`src/sv/irp_pkg.sv`:
```
// Shared types, constants and the digit table for the integer radix printer.
// No dependencies; the files that use it refer to it by scoped names.
`timescale 1ns / 1ps
`default_nettype none

package irp_pkg;

  localparam int unsigned DataWidth    = 32;
  localparam int unsigned BcdDigits    = 10;
  localparam int unsigned MaxChars     = 11;
  localparam int unsigned BitsPerStage = 8;
  localparam int unsigned DabbleStages = DataWidth / BitsPerStage;
  localparam int unsigned OctDigits    = (DataWidth + 2) / 3;
  localparam int unsigned HexDigits    = DataWidth / 4;
  localparam int unsigned CountWidth   = 4;

  typedef enum logic [1:0] {
    KindUdec = 2'd0,
    KindSdec = 2'd1,
    KindOct  = 2'd2,
    KindHex  = 2'd3
  } kind_e;

  typedef logic [3:0]            nibble_t;
  typedef logic [7:0]            char_t;
  typedef logic [CountWidth-1:0] count_t;

  localparam char_t CharMinus = 8'h2D;
  localparam char_t CharX     = 8'h78;
  localparam char_t CharSpace = 8'h20;
  localparam char_t CharZero  = 8'h30;

  localparam char_t DigitTable [16] = '{
    8'h30, 8'h31, 8'h32, 8'h33, 8'h34, 8'h35, 8'h36, 8'h37,
    8'h38, 8'h39, 8'h41, 8'h42, 8'h43, 8'h44, 8'h45, 8'h46
  };

  // Word moving through the binary-to-BCD stages
  typedef struct packed {
    kind_e                  kind;
    logic                   neg;
    logic [DataWidth-1:0]   mag;
    logic [DataWidth-1:0]   sh;
    logic [4*BcdDigits-1:0] bcd;
  } conv_t;

  function automatic char_t digit_char(nibble_t d);
    return DigitTable[d];
  endfunction

endpackage

`default_nettype wire

```
`src/sv/integer_to_ascii_radix_printer.sv`:
```
// Top level of the integer radix printer: input register, BCD stages,
// digit formatting and the character serializer. Uses irp_pkg, irp_dabble_stage.
`timescale 1ns / 1ps
`default_nettype none

// Usage:
//   Input channel (in_valid_i / in_ready_o) takes one word: kind_i selects
//   unsigned decimal, signed decimal, octal or hexadecimal, value_i the value.
//   Output channel (out_valid_o / out_ready_i) gives each word as ASCII
//   characters, most significant first, with last_o high on the final character.
// Path: an accepted word passes the input register, four BCD stages, the digit
//   scan and the character build before its first character is shown.
// Throughput: while out_ready_i is high the serializer sends one character per
//   cycle; a word has 1 to 11 characters, and the next word's characters follow
//   the previous last character with no gap when that word is already waiting.
//   The pipeline ahead of the serializer holds up to seven further words.
// Reset: rst_ni clears all valid bits and the serializer; nothing is shown
//   until a new word arrives.
// Stall: while out_ready_i is low the current character holds, the pipeline
//   fills behind it, and in_ready_o drops once every stage is occupied.
module integer_to_ascii_radix_printer (
  input  wire logic        clk_i,
  input  wire logic        rst_ni,
  input  wire logic        in_valid_i,
  output logic             in_ready_o,
  input  wire logic [1:0]  kind_i,
  input  wire logic [31:0] value_i,
  output logic             out_valid_o,
  input  wire logic        out_ready_i,
  output logic [7:0]       char_code_o,
  output logic             last_o
);

  localparam int unsigned NumStg = irp_pkg::DabbleStages;

  // ---------------------------------------------------------------- input stage
  logic           s0_valid_q;
  irp_pkg::conv_t s0_data_d;
  irp_pkg::conv_t s0_data_q;

  irp_pkg::conv_t    stg_data  [NumStg+1];
  logic [NumStg:0]   stg_valid;
  logic [NumStg:0]   stg_ready;

  // Take the magnitude of negative signed values
  always_comb begin
    s0_data_d.kind = irp_pkg::kind_e'(kind_i);
    s0_data_d.neg  = (s0_data_d.kind == irp_pkg::KindSdec) && value_i[irp_pkg::DataWidth-1];
    s0_data_d.mag  = s0_data_d.neg ?
                     ((~value_i) + {{(irp_pkg::DataWidth-1){1'b0}}, 1'b1}) : value_i;
    s0_data_d.sh   = s0_data_d.mag;
    s0_data_d.bcd  = '0;
  end

  assign in_ready_o = !s0_valid_q || stg_ready[0];

  always_ff @(posedge clk_i or negedge rst_ni) begin
    if (!rst_ni) begin
      s0_valid_q <= 1'b0;
    end else if (in_valid_i && in_ready_o) begin
      s0_valid_q <= 1'b1;
    end else if (stg_ready[0]) begin
      s0_valid_q <= 1'b0;
    end
  end

  always_ff @(posedge clk_i) begin
    if (in_valid_i && in_ready_o) begin
      s0_data_q <= s0_data_d;
    end
  end

  assign stg_valid[0] = s0_valid_q;
  assign stg_data[0]  = s0_data_q;

  // ---------------------------------------------------------------- BCD stages
  for (genvar g = 0; g < NumStg; g++) begin : g_dabble
    irp_dabble_stage u_dabble (
      .clk_i      (clk_i),
      .rst_ni     (rst_ni),
      .in_valid_i (stg_valid[g]),
      .in_ready_o (stg_ready[g]),
      .in_data_i  (stg_data[g]),
      .out_valid_o(stg_valid[g+1]),
      .out_ready_i(stg_ready[g+1]),
      .out_data_o (stg_data[g+1])
    );
  end

  // ---------------------------------------------------------------- digit scan
  logic              s5_valid_q;
  logic              s5_ready;
  irp_pkg::kind_e    s5_kind_q;
  logic              s5_neg_q;
  logic              s5_nonzero_q;
  irp_pkg::nibble_t  s5_dig_d [irp_pkg::MaxChars];
  irp_pkg::nibble_t  s5_dig_q [irp_pkg::MaxChars];
  irp_pkg::count_t   s5_ndig_d;
  irp_pkg::count_t   s5_ndig_q;
  irp_pkg::conv_t    s5_in;

  logic              s6_ready;

  assign s5_in = stg_data[NumStg];

  // Lay out the digits least significant first and find the top nonzero one
  always_comb begin
    for (int i = 0; i < irp_pkg::MaxChars; i++) begin
      s5_dig_d[i] = '0;
    end
    case (s5_in.kind)
      irp_pkg::KindOct: begin
        for (int i = 0; i < irp_pkg::OctDigits - 1; i++) begin
          s5_dig_d[i] = {1'b0, s5_in.mag[3*i +: 3]};
        end
        s5_dig_d[irp_pkg::OctDigits-1] = {2'b00, s5_in.mag[irp_pkg::DataWidth-1 -: 2]};
      end
      irp_pkg::KindHex: begin
        for (int i = 0; i < irp_pkg::HexDigits; i++) begin
          s5_dig_d[i] = s5_in.mag[4*i +: 4];
        end
      end
      default: begin
        for (int i = 0; i < irp_pkg::BcdDigits; i++) begin
          s5_dig_d[i] = s5_in.bcd[4*i +: 4];
        end
      end
    endcase
    s5_ndig_d = irp_pkg::count_t'(1);
    for (int i = 0; i < irp_pkg::MaxChars; i++) begin
      if (s5_dig_d[i] != 4'd0) begin
        s5_ndig_d = irp_pkg::count_t'(i + 1);
      end
    end
  end

  assign s5_ready              = !s5_valid_q || s6_ready;
  assign stg_ready[NumStg]     = s5_ready;

  always_ff @(posedge clk_i or negedge rst_ni) begin
    if (!rst_ni) begin
      s5_valid_q <= 1'b0;
    end else if (stg_valid[NumStg] && s5_ready) begin
      s5_valid_q <= 1'b1;
    end else if (s6_ready) begin
      s5_valid_q <= 1'b0;
    end
  end

  always_ff @(posedge clk_i) begin
    if (stg_valid[NumStg] && s5_ready) begin
      s5_kind_q    <= s5_in.kind;
      s5_neg_q     <= s5_in.neg;
      s5_nonzero_q <= |s5_in.mag;
      s5_dig_q     <= s5_dig_d;
      s5_ndig_q    <= s5_ndig_d;
    end
  end

  // ---------------------------------------------------------------- character build
  logic              s6_valid_q;
  irp_pkg::char_t    s6_chars_d [irp_pkg::MaxChars];
  irp_pkg::char_t    s6_chars_q [irp_pkg::MaxChars];
  irp_pkg::count_t   s6_lastpos_d;
  irp_pkg::count_t   s6_lastpos_q;
  logic [1:0]        s6_plen;
  logic              s6_slen;
  logic [4:0]        s6_first;
  logic [4:0]        s6_end;
  logic [4:0]        s6_idx;

  logic              ser_ready;

  // Place prefix, digits most significant first, then the trailing space
  always_comb begin
    s6_plen = 2'd0;
    if (s5_kind_q == irp_pkg::KindHex) begin
      s6_plen = 2'd2;
    end else if (s5_kind_q == irp_pkg::KindSdec && s5_neg_q) begin
      s6_plen = 2'd1;
    end
    s6_slen      = (s5_kind_q == irp_pkg::KindUdec) && s5_nonzero_q;
    s6_first     = {3'b000, s6_plen};
    s6_end       = s6_first + {1'b0, s5_ndig_q};
    s6_lastpos_d = irp_pkg::count_t'(s6_end + {4'b0000, s6_slen} - 5'd1);
    s6_idx       = '0;
    for (int i = 0; i < irp_pkg::MaxChars; i++) begin
      if (5'(i) < s6_first) begin
        if (s5_kind_q == irp_pkg::KindHex) begin
          s6_chars_d[i] = (i == 0) ? irp_pkg::CharZero : irp_pkg::CharX;
        end else begin
          s6_chars_d[i] = irp_pkg::CharMinus;
        end
      end else if (5'(i) < s6_end) begin
        s6_idx        = s6_end - 5'd1 - 5'(i);
        s6_chars_d[i] = irp_pkg::digit_char(s5_dig_q[s6_idx[3:0]]);
      end else begin
        s6_chars_d[i] = irp_pkg::CharSpace;
      end
    end
  end

  assign s6_ready = !s6_valid_q || ser_ready;

  always_ff @(posedge clk_i or negedge rst_ni) begin
    if (!rst_ni) begin
      s6_valid_q <= 1'b0;
    end else if (s5_valid_q && s6_ready) begin
      s6_valid_q <= 1'b1;
    end else if (ser_ready) begin
      s6_valid_q <= 1'b0;
    end
  end

  always_ff @(posedge clk_i) begin
    if (s5_valid_q && s6_ready) begin
      s6_chars_q   <= s6_chars_d;
      s6_lastpos_q <= s6_lastpos_d;
    end
  end

  // ---------------------------------------------------------------- serializer
  logic              busy_q;
  irp_pkg::count_t   pos_q;
  irp_pkg::count_t   lastpos_q;
  irp_pkg::char_t    buf_q [irp_pkg::MaxChars];
  logic              ser_last;

  assign ser_last  = (pos_q == lastpos_q);
  assign ser_ready = !busy_q || (out_ready_i && ser_last);

  // Load a new word when idle or on the last character's handoff, else step through
  always_ff @(posedge clk_i or negedge rst_ni) begin
    if (!rst_ni) begin
      busy_q    <= 1'b0;
      pos_q     <= '0;
      lastpos_q <= '0;
    end else if (s6_valid_q && ser_ready) begin
      busy_q    <= 1'b1;
      pos_q     <= '0;
      lastpos_q <= s6_lastpos_q;
    end else if (busy_q && out_ready_i) begin
      if (ser_last) begin
        busy_q <= 1'b0;
      end else begin
        pos_q <= pos_q + irp_pkg::count_t'(1);
      end
    end
  end

  always_ff @(posedge clk_i) begin
    if (s6_valid_q && ser_ready) begin
      buf_q <= s6_chars_q;
    end
  end

  assign out_valid_o = busy_q;
  assign char_code_o = buf_q[pos_q];
  assign last_o      = ser_last;

endmodule

`default_nettype wire

```
`src/sv/irp_dabble_stage.sv`:
```
// One registered slice of the shift-and-add-3 binary-to-BCD converter.
// Handles BitsPerStage magnitude bits per word; uses irp_pkg.
`timescale 1ns / 1ps
`default_nettype none

module irp_dabble_stage (
  input  wire logic          clk_i,
  input  wire logic          rst_ni,
  input  wire logic          in_valid_i,
  output logic               in_ready_o,
  input  wire irp_pkg::conv_t in_data_i,
  output logic               out_valid_o,
  input  wire logic          out_ready_i,
  output irp_pkg::conv_t     out_data_o
);

  logic           valid_q;
  irp_pkg::conv_t data_d;
  irp_pkg::conv_t data_q;

  // Shift the next magnitude bits into the BCD digits, adjusting first
  always_comb begin
    data_d = in_data_i;
    for (int s = 0; s < irp_pkg::BitsPerStage; s++) begin
      for (int d = 0; d < irp_pkg::BcdDigits; d++) begin
        if (data_d.bcd[4*d +: 4] >= 4'd5) begin
          data_d.bcd[4*d +: 4] = data_d.bcd[4*d +: 4] + 4'd3;
        end
      end
      {data_d.bcd, data_d.sh} = {data_d.bcd[4*irp_pkg::BcdDigits-2:0], data_d.sh, 1'b0};
    end
  end

  assign in_ready_o = !valid_q || out_ready_i;

  // Advance the valid bit
  always_ff @(posedge clk_i or negedge rst_ni) begin
    if (!rst_ni) begin
      valid_q <= 1'b0;
    end else if (in_valid_i && in_ready_o) begin
      valid_q <= 1'b1;
    end else if (out_ready_i) begin
      valid_q <= 1'b0;
    end
  end

  // Capture the word
  always_ff @(posedge clk_i) begin
    if (in_valid_i && in_ready_o) begin
      data_q <= data_d;
    end
  end

  assign out_valid_o = valid_q;
  assign out_data_o  = data_q;

endmodule

`default_nettype wire

```
`config.mk`:
```
export PLATFORM = sky130hd
export DESIGN_NAME = integer_to_ascii_radix_printer
export DESIGN_NICKNAME = d
export VERILOG_FILES = /design/src/sv/irp_pkg.sv /design/src/sv/integer_to_ascii_radix_printer.sv /design/src/sv/irp_dabble_stage.sv
export SDC_FILE = /design/constraint.sdc
export NUM_CORES = 1
export LEC_CHECK = 0
export ABC_AREA = 1
export BUFFER_PORTS_ARGS = -buffer_cell sky130_fd_sc_hd__buf_2
export CORE_MARGIN = 1.5
export CORE_UTILIZATION = 60
export CTS_CLUSTER_DIAMETER = 60
export CTS_CLUSTER_SIZE = 12
export DETAILED_ROUTE_END_ITERATION = 10
export GPL_TIMING_DRIVEN = 0
export PLACE_DENSITY = 0.75
export SKIP_CTS_REPAIR_TIMING = 1
export SLEW_MARGIN = 10
export SYNTH_ARGS = -nofsm -noshare
export SYNTH_HDL_FRONTEND = slang
export SYNTH_SLANG_ARGS = --single-unit
```
`constraint.sdc`:
```
create_clock -name clk_i -period 17.35 [get_ports clk_i]
set_clock_uncertainty 0.2 [all_clocks]
set_input_delay 2.6025 -clock clk_i [delete_from_list [all_inputs] [get_ports clk_i]]
set_output_delay 2.6025 -clock clk_i [all_outputs]
set_load 0.005 [all_outputs]
```
==> impl_metrics.yaml <==
synth:
  synth-xor-area-share_pct: 2.65
  synthMuxAreaShare_pct: 0.279
  ys_seq_area_share_pct: 39.4
  syn-cell-area_um2: 37700
  synth_flop_cell: "edfxtp_1"
  synth-compound-area-share_pct: 8.29
  synthArstFlopShare_pct: 3.22
  synth_edf_count: 481
  ys.warnings.count: 0
  synth_cell_type_count: 62
  ys_ff_latch: 497
  synth_fp_nets: 5008
  synth_area_leaders: "edfxtp_1 (38%), nand2_1 (13%), inv_1 (7.4%)"
  syn_area_per_cell_um2: 7.88
  synth_top_area_share_pct: 38.3
  synth_top_family_by_area: "simple AND/OR/NAND/NOR gates"
  syn_inst: 4780
  synthAdderAreaFrac_pct: 6.33
  synth-simple-area-share_pct: 34.6
  yosysTopAreaCell: "edfxtp_1"
global_routing:
  grt_pass1_vias: 28000
  antenna_found_initial: 0
  grt_usage_pct: 23.5
  grt_pass1_wl_um: 126000
  grt-ovfl-total: 0
  grt_max_degree: 64
routing:
  postRouteAntennaNets: 0
  wirelength_um: 74500
  wl_per_cell_um: 12.9
  routed_via_density: 5.26
  drt_iter0_markers: 1818
  first_pass_iters: 7
  via_count: 30300
  drc: 0
floorplanning:
  core.rowCount: 91
  die-area_um2: 64300
  core_um2: 61800
  die_height_um: 254
  die_x_um: 254
  initial_core_util_pct: 60.9
  io_pins: 49
cells_and_area:
  final_nets: 5123
  final_cell_mix: "nand2_1 (1339), inv_1 (740), edfxtp_1 (481)"
  area_delta_synth_final_pct: 8.39
  fillers: 5137
  final_common_cell: "nand2_1"
  insertedDiodeCount: 0
  drive_gt1_share_pct: 14.8
placed_design:
  gp_congestion: 0.986
  port-buffer-count: 47
  dp_hpwl_um: 59600
clock_tree:
  clkLatencyLatePin_ns: 0.63
  cts-root-buf: "clkbuf_16"
  htreeDepth: 2
  cts_sinks: 497
  clk_pin_slew_ns: 0.06
  cts_buffers: 55
  cts_tree: "done"
  cts_buffer_depth: 3
worst_setup_path:
  end_kind: "output pin"
  crit_cells: 20
  crit_path_cell_trace: "buf_2, nor2_1, inv_1, nand2_1, inv_1, nor2_1, inv_1, nor2_1, inv_1, nor2_1, inv_1, nor2_1, inv_1, nor2_1, inv_1, nor2_1, inv_1, nor2_1, inv_1, buf_2"
  worstSetupPathType: "in2out"
  critPathMaxStageDelay_ns: 0.29
  crit_buf_inv: 11
  cp_data_required_time_ns: 14.55
  start_kind: "input pin"
  ff2ff_path_depth: 41
  cp_slowest_cell: "nor2_1"
  cp_top_family: "simple AND/OR/NAND/NOR gates"
  cp.arrival_ns: 5.08
  critical_path.max_fanout: 4
  cpMostUsedCell: "inv_1"
sta:
  maxSlewViolCount: 0
  worst_pin_slew_ns: 0.903
  setup_tns_ns: 0
  post-route-period-util_pct: 45.4
  rsz0062_at_grt: "no"
  fmax_mhz: 127
  min_period_ns: 7.88
  slew_headroom_pct: 39.2
  setup_viol: 0
  hold_viol_final: 0
min_path:
  hp-class: "reg2reg"
  holdPathStages: 0
flow_run:
  max_cap_violations: 0
outcome:
  status: "finished clean"
==> synthesized netlist by cell type (7+ instances only) <==
cell type     n
xor2_1       71
inv_2        38
and2_4       15
a21o_1       27
a211oi_1     12
nand2_2     258
o211ai_1     20
and2_1       25
edfxtp_1    481
xnor2_1      12
o31ai_1      10
o21ai_0     257
inv_1       744
o22ai_1      10
nor3_1       16
nand3b_1     16
nand3_2     126
nor4_1       19
a32o_1        7
or2_2        11
nand3_4      11
ha_1        189
o21ai_2      34
nand3_1     363
xor2_2       14
nand4_1     172
o21ai_1      24
nor2_1      180
nand2_4      55
a31o_2        7
nand2_1    1339
a21oi_1      87
clkinv_1      8
o221ai_1      8
dfrtp_1      16
clkbuf_1     45
==> registers in the layout, indices dropped and copies added (netlist names), 2 cells and up <==
signal / count
buf_q: 77
g_dabble.u_dabble.out_data_o: 238
g_dabble.u_dabble.out_valid_o: 4
lastpos_q: 4
pos_q: 4
s0_data_q: 35
s5_dig_q: 42
s5_kind_q: 2
s5_ndig_q: 4
s6_chars_q: 77
s6_lastpos_q: 4
==> through the flow <==
step	instance area [µm²]	hold WS, ns	util, %	setup slack (ns)	cells
after floorplan	37700	0.200	-	10.29	4780
after detailed placement	39200	0.205	63.4	9.51	5675
final	40800	0.211	66.0	9.47	5756
after CTS	40800	0.205	66.0	9.49	5756
after global routing	40800	0.215	66.0	9.15	5756
after global placement	38900	0.200	63.0	8.89	5664
==> layout make-up <==
class	instances	area [µm²]	area share [%]
inverters	790	2970	7.27
multi-input cells	3443	19700	48.2
well taps	837	1050	2.57
clock inverters	18	200	0.490
repair buffers	58	463	1.13
flip-flops and latches	497	14800	36.4
clock buffers	63	1420	3.47
plain buffers	50	191	0.469
==> worst reg2reg max path: cells and delay by family, from the launching register on <==
family	cells	cell delay, ns
AOI/OAI and AO/OA	3	0.62
xor gates and xnor gates	2	0.48
adders and majority gates	8	1.44
buffers and inverters	6	0.39
DFF	1	0.43
and+or+nand+nor	22	2.49
==> cells by family after synthesis <==
kind of cell               after synthesis
and+or+nand+nor                       2617
muxes                                   10
AOI/OAI and AO/OA                      526
other                                    1
adders and majority gates              190
xor gates and xnor gates                99
buffers and inverters                  840
DFF                                    497
==> per-layer routing <==
layer | routed length, µm | global-route usage, % | up-vias
met5 | 0 | 0 | -
met4 | 2340 | 7.90 | 0
met3 | 2770 | 2.95 | 122
met2 | 35900 | 42.0 | 511
met1 | 33500 | 29.3 | 13600
li1 | - | - | 16100
==> path summary, 6_finish.rpt <==
| kind | from | end | slack, ns |
|---|---|---|---|
| setup reg to reg | g_dabble[2].u_dabble.out_data_o[28] | g_dabble[3].u_dabble.out_data_o[38] | 11.12 |
| hold / removal | g_dabble[1].u_dabble.out_data_o[93] | g_dabble[2].u_dabble.out_data_o[93] | 0.21 |
| min in group asynchronous | rst_ni | s0_valid_q | 1.75 |
| hold reg to reg | g_dabble[1].u_dabble.out_data_o[93] | g_dabble[2].u_dabble.out_data_o[93] | 0.21 |
| setup / recovery | out_ready_i | in_ready_o | 9.47 |
| max in group asynchronous | rst_ni | g_dabble[3].u_dabble.out_valid_o | 14.85 |
Power is not shown: default switching activity piles up to over one toggle a cycle in this logic, so the estimate is an artifact.
